[src/assert_macros.svh]
// assertion helpers for the allocator
`ifndef ASSERT_MACROS_SVH
`define ASSERT_MACROS_SVH
`ifndef NO_ASSERTIONS
// checked on every edge, reset included
`define BFA_ASSERT(lbl, clk, prop, msg) \
  lbl: assert property (@(posedge clk) prop) else $error(msg);
// checked outside reset
`define BFA_ASSERT_RST(lbl, clk, rst, prop, msg) \
  lbl: assert property (@(posedge clk) disable iff (rst) prop) else $error(msg);
`else
`define BFA_ASSERT(lbl, clk, prop, msg)
`define BFA_ASSERT_RST(lbl, clk, rst, prop, msg)
`endif
`endif

[src/bfa_pkg.sv]
// ----------------------------------------------------------------------------
// bfa_pkg
// types and codes shared by the best-fit allocator modules
// ----------------------------------------------------------------------------
package bfa_pkg;

  localparam logic OP_ALLOC = 1'b0;
  localparam logic OP_FREE  = 1'b1;

  localparam logic [1:0] ST_OK     = 2'd0;
  localparam logic [1:0] ST_NO_FIT = 2'd1;
  localparam logic [1:0] ST_BAD    = 2'd2;

  localparam logic [15:0] ARENA_RESET = 16'd4096;

  typedef struct packed {
    logic        opcode;
    logic [15:0] request_size;
    logic [15:0] block_offset;
  } req_t;

  typedef struct packed {
    logic [1:0]  status;
    logic [15:0] granted_offset;
    logic [15:0] granted_size;
  } rsp_t;

  // one row of the block table
  typedef struct packed {
    logic [15:0] start;
    logic [15:0] payload;
    logic        used;
  } entry_t;

  typedef struct packed {
    logic init;
    logic accept;
    logic shift_start;
    logic wr1;
    logic wr2;
    logic out_load;
  } cmd_t;

  typedef struct packed {
    logic scan_done;
    logic fail;
    logic need_shift;
    logic two_writes;
    logic shift_busy;
    logic out_free;
  } sts_t;

endpackage

[src/bfa_ram.sv]
// ----------------------------------------------------------------------------
// bfa_ram
// simple dual-port ram, one write and one registered read port
// ----------------------------------------------------------------------------
module bfa_ram #(
  parameter int WIDTH = 33,
  parameter int DEPTH = 64
) (
  input  logic                                   clk,
  input  logic                                   we,
  input  logic [(DEPTH > 1 ? $clog2(DEPTH) : 1)-1:0] waddr,
  input  logic [WIDTH-1:0]                       wdata,
  input  logic [(DEPTH > 1 ? $clog2(DEPTH) : 1)-1:0] raddr,
  output logic [WIDTH-1:0]                       rdata
);

  logic [WIDTH-1:0] mem [DEPTH];

  always_ff @(posedge clk) begin
    if (we) begin
      mem[waddr] <= wdata;
    end
    rdata <= mem[raddr];
  end

endmodule

[src/bfa_ctrl.sv]
// ----------------------------------------------------------------------------
// bfa_ctrl
// sequencer: init, scan, decide, shift, write back, respond
// ----------------------------------------------------------------------------
module bfa_ctrl import bfa_pkg::*; (
  input  logic clk,
  input  logic rst,
  input  logic cfg_we,
  input  logic req_valid,
  output logic req_stall,
  input  sts_t sts,
  output cmd_t cmd
);

  localparam logic [2:0] S_INIT   = 3'd0;
  localparam logic [2:0] S_IDLE   = 3'd1;
  localparam logic [2:0] S_SCAN   = 3'd2;
  localparam logic [2:0] S_DECIDE = 3'd3;
  localparam logic [2:0] S_SHIFT  = 3'd4;
  localparam logic [2:0] S_WR1    = 3'd5;
  localparam logic [2:0] S_WR2    = 3'd6;
  localparam logic [2:0] S_DONE   = 3'd7;

  logic [2:0] state;
  logic [2:0] state_next;

  always_comb begin
    cmd        = '0;
    state_next = state;
    unique case (state)
      S_INIT: begin
        cmd.init   = 1'b1;
        state_next = S_IDLE;
      end
      S_IDLE: begin
        if (req_valid) begin
          cmd.accept = 1'b1;
          state_next = S_SCAN;
        end
      end
      S_SCAN: begin
        if (sts.scan_done) begin
          state_next = S_DECIDE;
        end
      end
      S_DECIDE: begin
        if (sts.fail) begin
          state_next = S_DONE;
        end else if (sts.need_shift) begin
          cmd.shift_start = 1'b1;
          state_next      = S_SHIFT;
        end else begin
          state_next = S_WR1;
        end
      end
      S_SHIFT: begin
        if (!sts.shift_busy) begin
          state_next = S_WR1;
        end
      end
      S_WR1: begin
        cmd.wr1    = 1'b1;
        state_next = sts.two_writes ? S_WR2 : S_DONE;
      end
      S_WR2: begin
        cmd.wr2    = 1'b1;
        state_next = S_DONE;
      end
      S_DONE: begin
        if (sts.out_free) begin
          cmd.out_load = 1'b1;
          state_next   = S_IDLE;
        end
      end
      default: begin
        state_next = S_INIT;
      end
    endcase
    // an arena write rebuilds the table
    if (cfg_we) begin
      state_next = S_INIT;
    end
  end

  always_ff @(posedge clk) begin
    if (rst) begin
      state <= S_INIT;
    end else begin
      state <= state_next;
    end
  end

  assign req_stall = (state != S_IDLE);

endmodule

[src/bfa_datapath.sv]
// ----------------------------------------------------------------------------
// bfa_datapath
// block table ram, scan pipeline, shift engine and result register
// ----------------------------------------------------------------------------
module bfa_datapath import bfa_pkg::*; #(
  parameter int MAX_BLOCKS   = 64,
  parameter int HEADER_BYTES = 12
) (
  input  logic        clk,
  input  logic        rst,
  input  logic        cfg_we,
  input  logic [15:0] cfg_data,
  input  req_t        req_data,
  input  cmd_t        cmd,
  output sts_t        sts,
  output logic        rsp_valid,
  input  logic        rsp_stall,
  output rsp_t        rsp_data
);

  localparam int IW = (MAX_BLOCKS > 1) ? $clog2(MAX_BLOCKS) : 1;
  localparam int CW = $clog2(MAX_BLOCKS + 1);
  localparam int EW = $bits(entry_t);
  localparam logic [15:0] HDR = 16'(HEADER_BYTES);

  logic [15:0]   arena;
  logic [CW-1:0] count;
  logic          op;
  logic [15:0]   req_sz;
  logic [15:0]   off;

  // scan pipeline
  logic          sc_issue;
  logic [IW-1:0] rd_ptr;
  logic          ev_vld;
  logic [IW-1:0] ev_idx;

  // best (alloc) or matching (free) entry and its neighbours
  logic          found;
  logic [IW-1:0] bidx;
  logic [15:0]   bs, bp;
  logic          bu;
  logic [15:0]   ps, pp;
  logic          pu;
  logic [15:0]   np;
  logic          nu;
  logic          next_got;

  // payload granted by the write-back, held for the response
  logic [15:0]   grant_sz;

  // shift engine
  logic          sh_issue;
  logic          sh_up;
  logic [IW-1:0] sh_src;
  logic [IW-1:0] sh_last;
  logic [1:0]    sh_k;
  logic          wr_vld;
  logic [IW-1:0] wr_addr;

  logic          ram_we;
  logic [IW-1:0] ram_waddr;
  logic [EW-1:0] ram_wdata;
  logic [IW-1:0] ram_raddr;
  logic [EW-1:0] ram_rdata;
  entry_t        q;

  assign q = entry_t'(ram_rdata);

  // plan, valid once the scan has finished
  logic          is_alloc;
  logic          split;
  logic          bad;
  logic          mn, mp;
  logic [CW-1:0] d_c, k_c;
  logic [15:0]   merged;
  logic [15:0]   init_pl;
  entry_t        w1_e, w2_e;
  logic [IW-1:0] w1_a;

  always_comb begin
    is_alloc = (op == OP_ALLOC);
    split    = ({1'b0, bp} > ({1'b0, req_sz} + {1'b0, HDR})) &&
               (count < CW'(MAX_BLOCKS));
    bad      = !found || !bu;
    mn       = next_got && !nu;
    mp       = (bidx != '0) && !pu;
    d_c      = mp ? CW'(bidx) : CW'(bidx) + CW'(1);
    k_c      = (mp && mn) ? CW'(2) : CW'(1);
    merged   = mn ? (bp + HDR + np) : bp;
    init_pl  = (arena > HDR) ? (arena - HDR) : 16'd0;
    if (is_alloc) begin
      w1_a = bidx;
      w1_e = '{start: bs, payload: (split ? req_sz : bp), used: 1'b1};
    end else if (mp) begin
      w1_a = bidx - IW'(1);
      w1_e = '{start: ps, payload: (pp + HDR + merged), used: 1'b0};
    end else begin
      w1_a = bidx;
      w1_e = '{start: bs, payload: merged, used: 1'b0};
    end
    w2_e = '{start: (bs + HDR + req_sz), payload: (bp - HDR - req_sz), used: 1'b0};
  end

  always_comb begin
    sts.scan_done  = ev_vld && ((CW'(ev_idx) + CW'(1)) == count);
    sts.fail       = is_alloc ? !found : bad;
    sts.need_shift = is_alloc ? (split && ((CW'(bidx) + CW'(1)) < count))
                              : ((mp || mn) && ((d_c + k_c) < count));
    sts.two_writes = is_alloc && split;
    sts.shift_busy = sh_issue || wr_vld;
    sts.out_free   = !rsp_valid || !rsp_stall;
  end

  // ram port selection
  always_comb begin
    ram_raddr = sc_issue ? rd_ptr : sh_src;
    ram_we    = wr_vld || cmd.init || cmd.wr1 || cmd.wr2;
    if (wr_vld) begin
      ram_waddr = wr_addr;
      ram_wdata = ram_rdata;
    end else if (cmd.init) begin
      ram_waddr = '0;
      ram_wdata = EW'(entry_t'{start: 16'd0, payload: init_pl, used: 1'b0});
    end else if (cmd.wr2) begin
      ram_waddr = bidx + IW'(1);
      ram_wdata = EW'(w2_e);
    end else begin
      ram_waddr = w1_a;
      ram_wdata = EW'(w1_e);
    end
  end

  bfa_ram #(
    .WIDTH (EW),
    .DEPTH (MAX_BLOCKS)
  ) u_ram (
    .clk   (clk),
    .we    (ram_we),
    .waddr (ram_waddr),
    .wdata (ram_wdata),
    .raddr (ram_raddr),
    .rdata (ram_rdata)
  );

  always_ff @(posedge clk) begin
    if (rst) begin
      arena <= ARENA_RESET;
    end else if (cfg_we) begin
      arena <= cfg_data;
    end
  end

  always_ff @(posedge clk) begin
    if (rst) begin
      count <= CW'(1);
    end else if (cmd.init) begin
      count <= CW'(1);
    end else if (cmd.wr1) begin
      if (is_alloc && split) begin
        count <= count + CW'(1);
      end else if (!is_alloc && (mp || mn)) begin
        count <= count - k_c;
      end
    end
  end

  // split decision depends on count, so capture the grant before count moves
  always_ff @(posedge clk) begin
    if (cmd.wr1) begin
      grant_sz <= split ? req_sz : bp;
    end
  end

  always_ff @(posedge clk) begin
    if (cmd.accept) begin
      op     <= req_data.opcode;
      req_sz <= req_data.request_size;
      off    <= req_data.block_offset;
    end
  end

  // scan address side
  always_ff @(posedge clk) begin
    if (rst) begin
      sc_issue <= 1'b0;
      ev_vld   <= 1'b0;
    end else begin
      ev_vld <= sc_issue;
      if (cmd.accept) begin
        sc_issue <= 1'b1;
      end else if (sc_issue && ((CW'(rd_ptr) + CW'(1)) == count)) begin
        sc_issue <= 1'b0;
      end
    end
  end

  always_ff @(posedge clk) begin
    ev_idx <= rd_ptr;
    if (cmd.accept) begin
      rd_ptr <= '0;
    end else if (sc_issue) begin
      rd_ptr <= rd_ptr + IW'(1);
    end
  end

  // scan evaluation side
  always_ff @(posedge clk) begin
    if (rst) begin
      found    <= 1'b0;
      next_got <= 1'b0;
    end else if (cmd.accept) begin
      found    <= 1'b0;
      next_got <= 1'b0;
    end else if (ev_vld) begin
      if (op == OP_ALLOC) begin
        if (!q.used && (q.payload >= req_sz) && (!found || (q.payload < bp))) begin
          found <= 1'b1;
          bidx  <= ev_idx;
          bs    <= q.start;
          bp    <= q.payload;
          bu    <= q.used;
        end
      end else begin
        if (!found && (q.start == off)) begin
          found <= 1'b1;
          bidx  <= ev_idx;
          bs    <= q.start;
          bp    <= q.payload;
          bu    <= q.used;
        end else if (!found) begin
          ps <= q.start;
          pp <= q.payload;
          pu <= q.used;
        end else if (!next_got) begin
          next_got <= 1'b1;
          np       <= q.payload;
          nu       <= q.used;
        end
      end
    end
  end

  // shift engine: read one entry, write it in the next cycle at its new place
  always_ff @(posedge clk) begin
    if (rst) begin
      sh_issue <= 1'b0;
      wr_vld   <= 1'b0;
    end else begin
      wr_vld <= sh_issue;
      if (cmd.shift_start) begin
        sh_issue <= 1'b1;
      end else if (sh_issue && (sh_src == sh_last)) begin
        sh_issue <= 1'b0;
      end
    end
  end

  always_ff @(posedge clk) begin
    wr_addr <= sh_up ? (sh_src + IW'(1)) : (sh_src - IW'(sh_k));
    if (cmd.shift_start) begin
      if (is_alloc) begin
        sh_up   <= 1'b1;
        sh_src  <= IW'(count - CW'(1));
        sh_last <= bidx + IW'(1);
      end else begin
        sh_up   <= 1'b0;
        sh_src  <= IW'(d_c + k_c);
        sh_last <= IW'(count - CW'(1));
      end
      sh_k <= 2'(k_c);
    end else if (sh_issue && (sh_src != sh_last)) begin
      sh_src <= sh_up ? (sh_src - IW'(1)) : (sh_src + IW'(1));
    end
  end

  // result register
  always_ff @(posedge clk) begin
    if (rst) begin
      rsp_valid <= 1'b0;
    end else if (cmd.out_load) begin
      rsp_valid <= 1'b1;
    end else if (!rsp_stall) begin
      rsp_valid <= 1'b0;
    end
  end

  always_ff @(posedge clk) begin
    if (cmd.out_load) begin
      if (is_alloc) begin
        rsp_data.status         <= found ? ST_OK : ST_NO_FIT;
        rsp_data.granted_offset <= found ? bs : 16'd0;
        rsp_data.granted_size   <= found ? grant_sz : 16'd0;
      end else begin
        rsp_data.status         <= bad ? ST_BAD : ST_OK;
        rsp_data.granted_offset <= 16'd0;
        rsp_data.granted_size   <= 16'd0;
      end
    end
  end

endmodule

[src/best_fit_allocator_top.sv]
// sequence: block table scan, decide, an optional shift of table entries, write-back in
//   state WR1 and, for a split, also WR2, then the result register
// throughput: one request at a time, paced by the single read port walk of the block ram;
//   the next beat is taken the cycle after the result is loaded
// reset: synchronous; the init state writes the single free block, also after arena writes
// ----------------------------------------------------------------------------
// best_fit_allocator_top
// best-fit block allocator with split and coalescing over a byte arena
// ----------------------------------------------------------------------------
`include "assert_macros.svh"

module best_fit_allocator_top import bfa_pkg::*; #(
  parameter int MAX_BLOCKS   = 64,
  parameter int HEADER_BYTES = 12
) (
  input  logic        clk,
  input  logic        rst,
  // arena size register
  input  logic        cfg_we,
  input  logic [15:0] cfg_data,
  // request beat
  input  logic        req_valid,
  output logic        req_stall,
  input  req_t        req_data,
  // response beat
  output logic        rsp_valid,
  input  logic        rsp_stall,
  output rsp_t        rsp_data
);

  // command and status between sequencer and datapath
  cmd_t cmd;
  sts_t sts;

  // sequencer owns the request side handshake
  bfa_ctrl u_ctrl (
    .clk       (clk),
    .rst       (rst),
    .cfg_we    (cfg_we),
    .req_valid (req_valid),
    .req_stall (req_stall),
    .sts       (sts),
    .cmd       (cmd)
  );

  // table ram, scan and shift engines, response register
  bfa_datapath #(
    .MAX_BLOCKS   (MAX_BLOCKS),
    .HEADER_BYTES (HEADER_BYTES)
  ) u_dp (
    .clk       (clk),
    .rst       (rst),
    .cfg_we    (cfg_we),
    .cfg_data  (cfg_data),
    .req_data  (req_data),
    .cmd       (cmd),
    .sts       (sts),
    .rsp_valid (rsp_valid),
    .rsp_stall (rsp_stall),
    .rsp_data  (rsp_data)
  );

  // an accepted beat makes the block busy on the next cycle
  `BFA_ASSERT_RST(a_busy_after_accept, clk, rst, (req_valid && !req_stall && !cfg_we) |=> req_stall, "accept did not leave idle")
  // a result is only loaded into a free response slot
  `BFA_ASSERT_RST(a_load_free_slot, clk, rst, cmd.out_load |-> (!rsp_valid || !rsp_stall), "response overwritten")
  // a failed request never moves table entries
  `BFA_ASSERT_RST(a_no_shift_on_fail, clk, rst, cmd.shift_start |-> !sts.fail, "shift on failed request")
  // no request is taken while a response is being loaded
  `BFA_ASSERT(a_load_not_accept, clk, !(cmd.out_load && cmd.accept), "load and accept overlap")

endmodule
[config.mk]
export PLATFORM = sky130hd
export DESIGN_NAME = best_fit_allocator_top
export DESIGN_NICKNAME = d
export VERILOG_FILES = /design/src/bfa_pkg.sv /design/src/bfa_ram.sv /design/src/bfa_ctrl.sv /design/src/bfa_datapath.sv /design/src/best_fit_allocator_top.sv
export VERILOG_INCLUDE_DIRS = /design/src /design/src/src
export SDC_FILE = /design/constraint.sdc
export NUM_CORES = 2
export LEC_CHECK = 0
export ABC_CLOCK_PERIOD_IN_PS = 18250
export BUFFER_PORTS_ARGS = -buffer_cell sky130_fd_sc_hd__buf_4
export CORE_UTILIZATION = 60
export DETAILED_ROUTE_END_ITERATION = 8
export PLACE_DENSITY_LB_ADDON = 0.12
export SYNTH_ARGS = -nofsm -noshare
export SYNTH_HDL_FRONTEND = slang
export SYNTH_SLANG_ARGS = --single-unit
export TNS_END_PERCENT = 50
[constraint.sdc]
create_clock -name clk -period 18.25 [get_ports clk]
set_input_delay 0.9125 -clock clk [delete_from_list [all_inputs] [get_ports clk]]
set_output_delay 0.9125 -clock clk [all_outputs]
set_load 0.02 [all_outputs]
==> results by group <==
Timing
  – Final Cycle Share: a little over a third
  – Finish-stage setup viols: 0
  – Hold WS: 0.2095 ns
  – Final Hold Viols: 0
  – Max-slew headroom: 8.742%
  – Max Clock Freq: 153.4 MHz
  – Setup_tns: 0 ns
  – Period minus WS final: between 6 and 7 ns
  – Final worst slack: about 12 ns
  – Worst Skew: 0.07618 ns
  – Tightest Pin Transition: 1.361 ns
  – RSZ-0062 raised after global routing: no
  – Max-slew violations: 0

Worst hold path
  – Min-delay src: req_data[23]
  – Hold path cells: 1
  – Worst hold path class: in -> reg
  – Hold EP: u_dp.req_sz[7]

Synth
  – Cell Area, Synth: around 0.1 mm^2
  – Syn_area_per_cell: 18.18 um^2
  – Sequential fraction of the synthesis area: 72.09%
  – #FFs+latches synth: 2,383
  – Share of async-settable or async-resettable flops after synthesis: 0%
  – Syn Inst Count: approximately 5,400
  – Unique masters post-synth: 85
  – Post-synth EDFFs: 2,299
  – Net Count, Synth: 5,647
  – Post-synth top flop: edfxtp_1
  – Synth warn: 0

Pwr
  – Sequential power share: 53.4%
  – Logic pwr share: 6.8%
  – Clock power share: 39.7%
  – Tot Pwr: ~12 mW
  – Sw frac: between 20 and 25%
  – Power per cell area: 105.4 mW/mm^2
  – Maximum VDD drop: 0.0001043 V
  – Leak: 35.48 nW
  – Internal: 8.933 mW
  – Switching Power: 2.612 mW

Floorplanning
  – Die Footprint: 0.1651 mm^2
  – Cell Rows: ~150
  – Core box area: 0.1626 mm^2
  – Die height: 406.3 um
  – Die width: about 410 um
  – I/O pin cnt: 90
  – Initial core utilization: 60.33%

Critical path
  – Crit-path most repeated cell: ha_1
  – CP Class: reg -> reg
  – FF-to-FF End: u_dp.u_ram.mem[51][11]
  – CP max stage cell: o31ai_4
  – CP max stage delay: 0.83 ns
  – Crit path max fanout: 48
  – R2R depth: 21
  – Crit start category: register
  – Critical Path RT: 18.78 ns
  – Reg2reg start: u_dp.bp[2]
  – R2R setup slack: between 10 and 15 ns
  – CP Cell Sequence: inv_1, ha_1, inv_1, ha_1, a211oi_1, nor3_1, o21ai_0, or3b_2, a31o_2, ha_1, ha_1, or4_1, nand2b_1, a31o_2, nand2_1, xnor2_1, o21ai_0, a31oi_1, a211oi_1, o31ai_4, buf_4
  – CP Capture Type: register
  – CP arrival: 7.05 ns

Clock network
  – Clk slew on worst S/H paths: 0.06 ns
  – Post-CTS Setup Bufs: 0
  – CTS tree: yes
  – Clock sinks: 2,383
  – H-tree Lvls: 4
  – Root Driver: clkbuf_16
  – CTS Buf Count: 227
  – Hold_buf cts: 0
  – PostCTS Resize Cnt: 0
  – Clk_lat worst skew: 0.88 ns
  – Max clock buf depth: 3

Place
  – DP HPWL: 144,700 um
  – Pre-CTS WS: between 10 and 15 ns
  – Post-DP Area: 0.1022 mm^2
  – Final Wtd Congestion: about 0.94
  – IO buf count: slightly below 90
  – Cells after DPL: 7,518

Finish
  – Filler cell count: 10,634
  – Non-filler cells, final: 7,950
  – Multi-input gate area: 0.02642 mm^2
  – Storage cell area: 0.07072 mm^2
  – Post-layout nets: 5,823
  – Share of layout cells above drive strength 1: 21.29%
  – Final core utilization: between 60% and 70%
  – Final instance area: 0.1095 mm^2
  – Synthesis-to-finish area growth: 11.64%

Global routing
  – Vias in the first global route: 52,969
  – GRT overflow: 0
  – Pin count of the biggest net entering global routing: 136
  – Global-route usage over all layers: 32.22%
  – First-pass GRT wire length: 373,000 um
  – Initial antenna violation count: 8

Route
  – Vias post-DR: 53,898
  – Detailed-route vias per instance: 6.780
  – Post-detailed-route DRC marker count: 0
  – DR WL/cell: between 30 and 40 um
  – Router iterations before antenna repair: 9
  – Routed WL: 262,500 um
  – Remaining antenna violation count: 0
  – Starting DRT DRC Count: 6,797

Run
  – MaxCap Viol Count: 0

Status
  – Outcome: complete, no violations
-- worst max-delay path: cells and delay by family, from the launching register on --
family                   cells  cell delay (ns)
AO/OA/AOI/OAI                8             2.33
XOR/XNOR                     1             0.12
adder cells (fa/ha/maj)      4             1.00
buffers and inverters        3             0.84
flip-flops                   1             0.41
AND/OR/NAND/NOR              5             1.43
-- worst max path at each step --
stage | start | end
2_1_floorplan | u_dp.bp[2] | u_dp.u_ram.mem[0][11]
3_3_place_gp | u_dp.bp[2] | u_dp.u_ram.mem[39][11]
3_5_place_dp | u_dp.bp[2] | u_dp.u_ram.mem[58][11]
4_1_cts | u_dp.bp[2] | u_dp.u_ram.mem[33][11]
5_1_grt | u_dp.sc_issue | u_dp.u_ram.rdata[25]
6_report | u_dp.bp[2] | u_dp.u_ram.mem[51][11]
-- cells by family after synthesis --
group	Yosys count	share of synthesized area, %
flip-flops	2383	72.09
AND/OR/NAND/NOR	957	4.552
AO/OA/AOI/OAI	725	4.992
multiplexers	577	12.64
buffers and inverters	406	1.809
adder cells (fa/ha/maj)	197	2.566
XOR/XNOR	151	1.348
-- cell type report --
type                    instances  area share, %
multi-input cells            2607          24.12
clock buffers                 302          5.640
well taps                    2175          2.485
flip-flops and latches       2383          64.58
inverters                     109         0.3736
repair buffers                244          1.764
diodes                          7        0.01599
clock inverters               123          1.020
-- per-layer routing --
layer  GRT usage (%)  part of all wire (%)
met2           50.29                    47
met3           6.531                    11
met4           11.44                   3.8
met5               0                 0.015
met1           45.72                    38
-- registers in the layout (all words and copies together) (netlist names), 7 cells and up --
signal	count
u_dp.rsp_data	34
u_dp.grant_sz	16
u_dp.u_ram.mem	2112
u_dp.ps	16
u_dp.bp	16
u_dp.bs	16
u_dp.arena	16
u_dp.count	7
u_dp.u_ram.rdata	33
u_dp.pp	16
u_dp.req_sz	16
u_dp.np	16
u_dp.off	16
-- cell usage after synthesis, types with 8 or more instances --
| cell type | number | share of area (%) |
|---|---|---|
| a211oi_1 | 172 | 1.3 |
| a21o_1 | 28 | 0.21 |
| a21oi_1 | 168 | 0.86 |
| a311oi_1 | 68 | 0.61 |
| a31oi_1 | 76 | 0.48 |
| and2_1 | 131 | 0.84 |
| and3_1 | 48 | 0.31 |
| buf_1 | 24 | 0.092 |
| buf_2 | 74 | 0.38 |
| buf_4 | 38 | 0.29 |
| clkbuf_1 | 159 | 0.61 |
| dfxtp_1 | 84 | 1.7 |
| edfxtp_1 | 2299 | 70 |
| ha_1 | 190 | 2.4 |
| inv_1 | 105 | 0.40 |
| mux2i_1 | 43 | 0.44 |
| mux4_2 | 528 | 12 |
| nand2_1 | 426 | 1.6 |
| nand2b_1 | 19 | 0.12 |
| nand3_1 | 41 | 0.21 |
| nand4_1 | 17 | 0.11 |
| nor2_1 | 174 | 0.67 |
| nor2b_1 | 18 | 0.11 |
| nor3_1 | 36 | 0.18 |
| nor4_1 | 12 | 0.077 |
| o211ai_1 | 14 | 0.11 |
| o21a_1 | 8 | 0.061 |
| o21ai_0 | 98 | 0.50 |
| o31ai_1 | 8 | 0.061 |
| xnor2_1 | 104 | 0.93 |
| xor2_1 | 47 | 0.42 |
-- layout by cell type (no fill, tap or decap), types with 76 or more instances in the layout --
master     count
a211oi_1     171
a21oi_1      167
a31oi_1       76
and2_1       131
buf_4        236
clkbuf_16    231
dfxtp_1       82
edfxtp_1    2299
ha_1         190
inv_1        105
mux4_2       528
nand2_1      422
nor2_1       110
o21ai_0       85
xnor2_1      104
-- power by group through the flow --
| stage | Clock [mW] | Combinational [mW] | Sequential [mW] |
|---|---|---|---|
| final | 4.59 | 0.785 | 6.17 |
| after global routing | 4.84 | 0.831 | 6.17 |
| after CTS | 4.63 | 0.784 | 6.17 |
| after detailed placement | 0 | 0.782 | 6.28 |
| after global placement | 0 | 0.769 | 6.28 |
| after floorplan | 0 | 0.495 | 6.26 |
(Power assumes the default switching activity.)
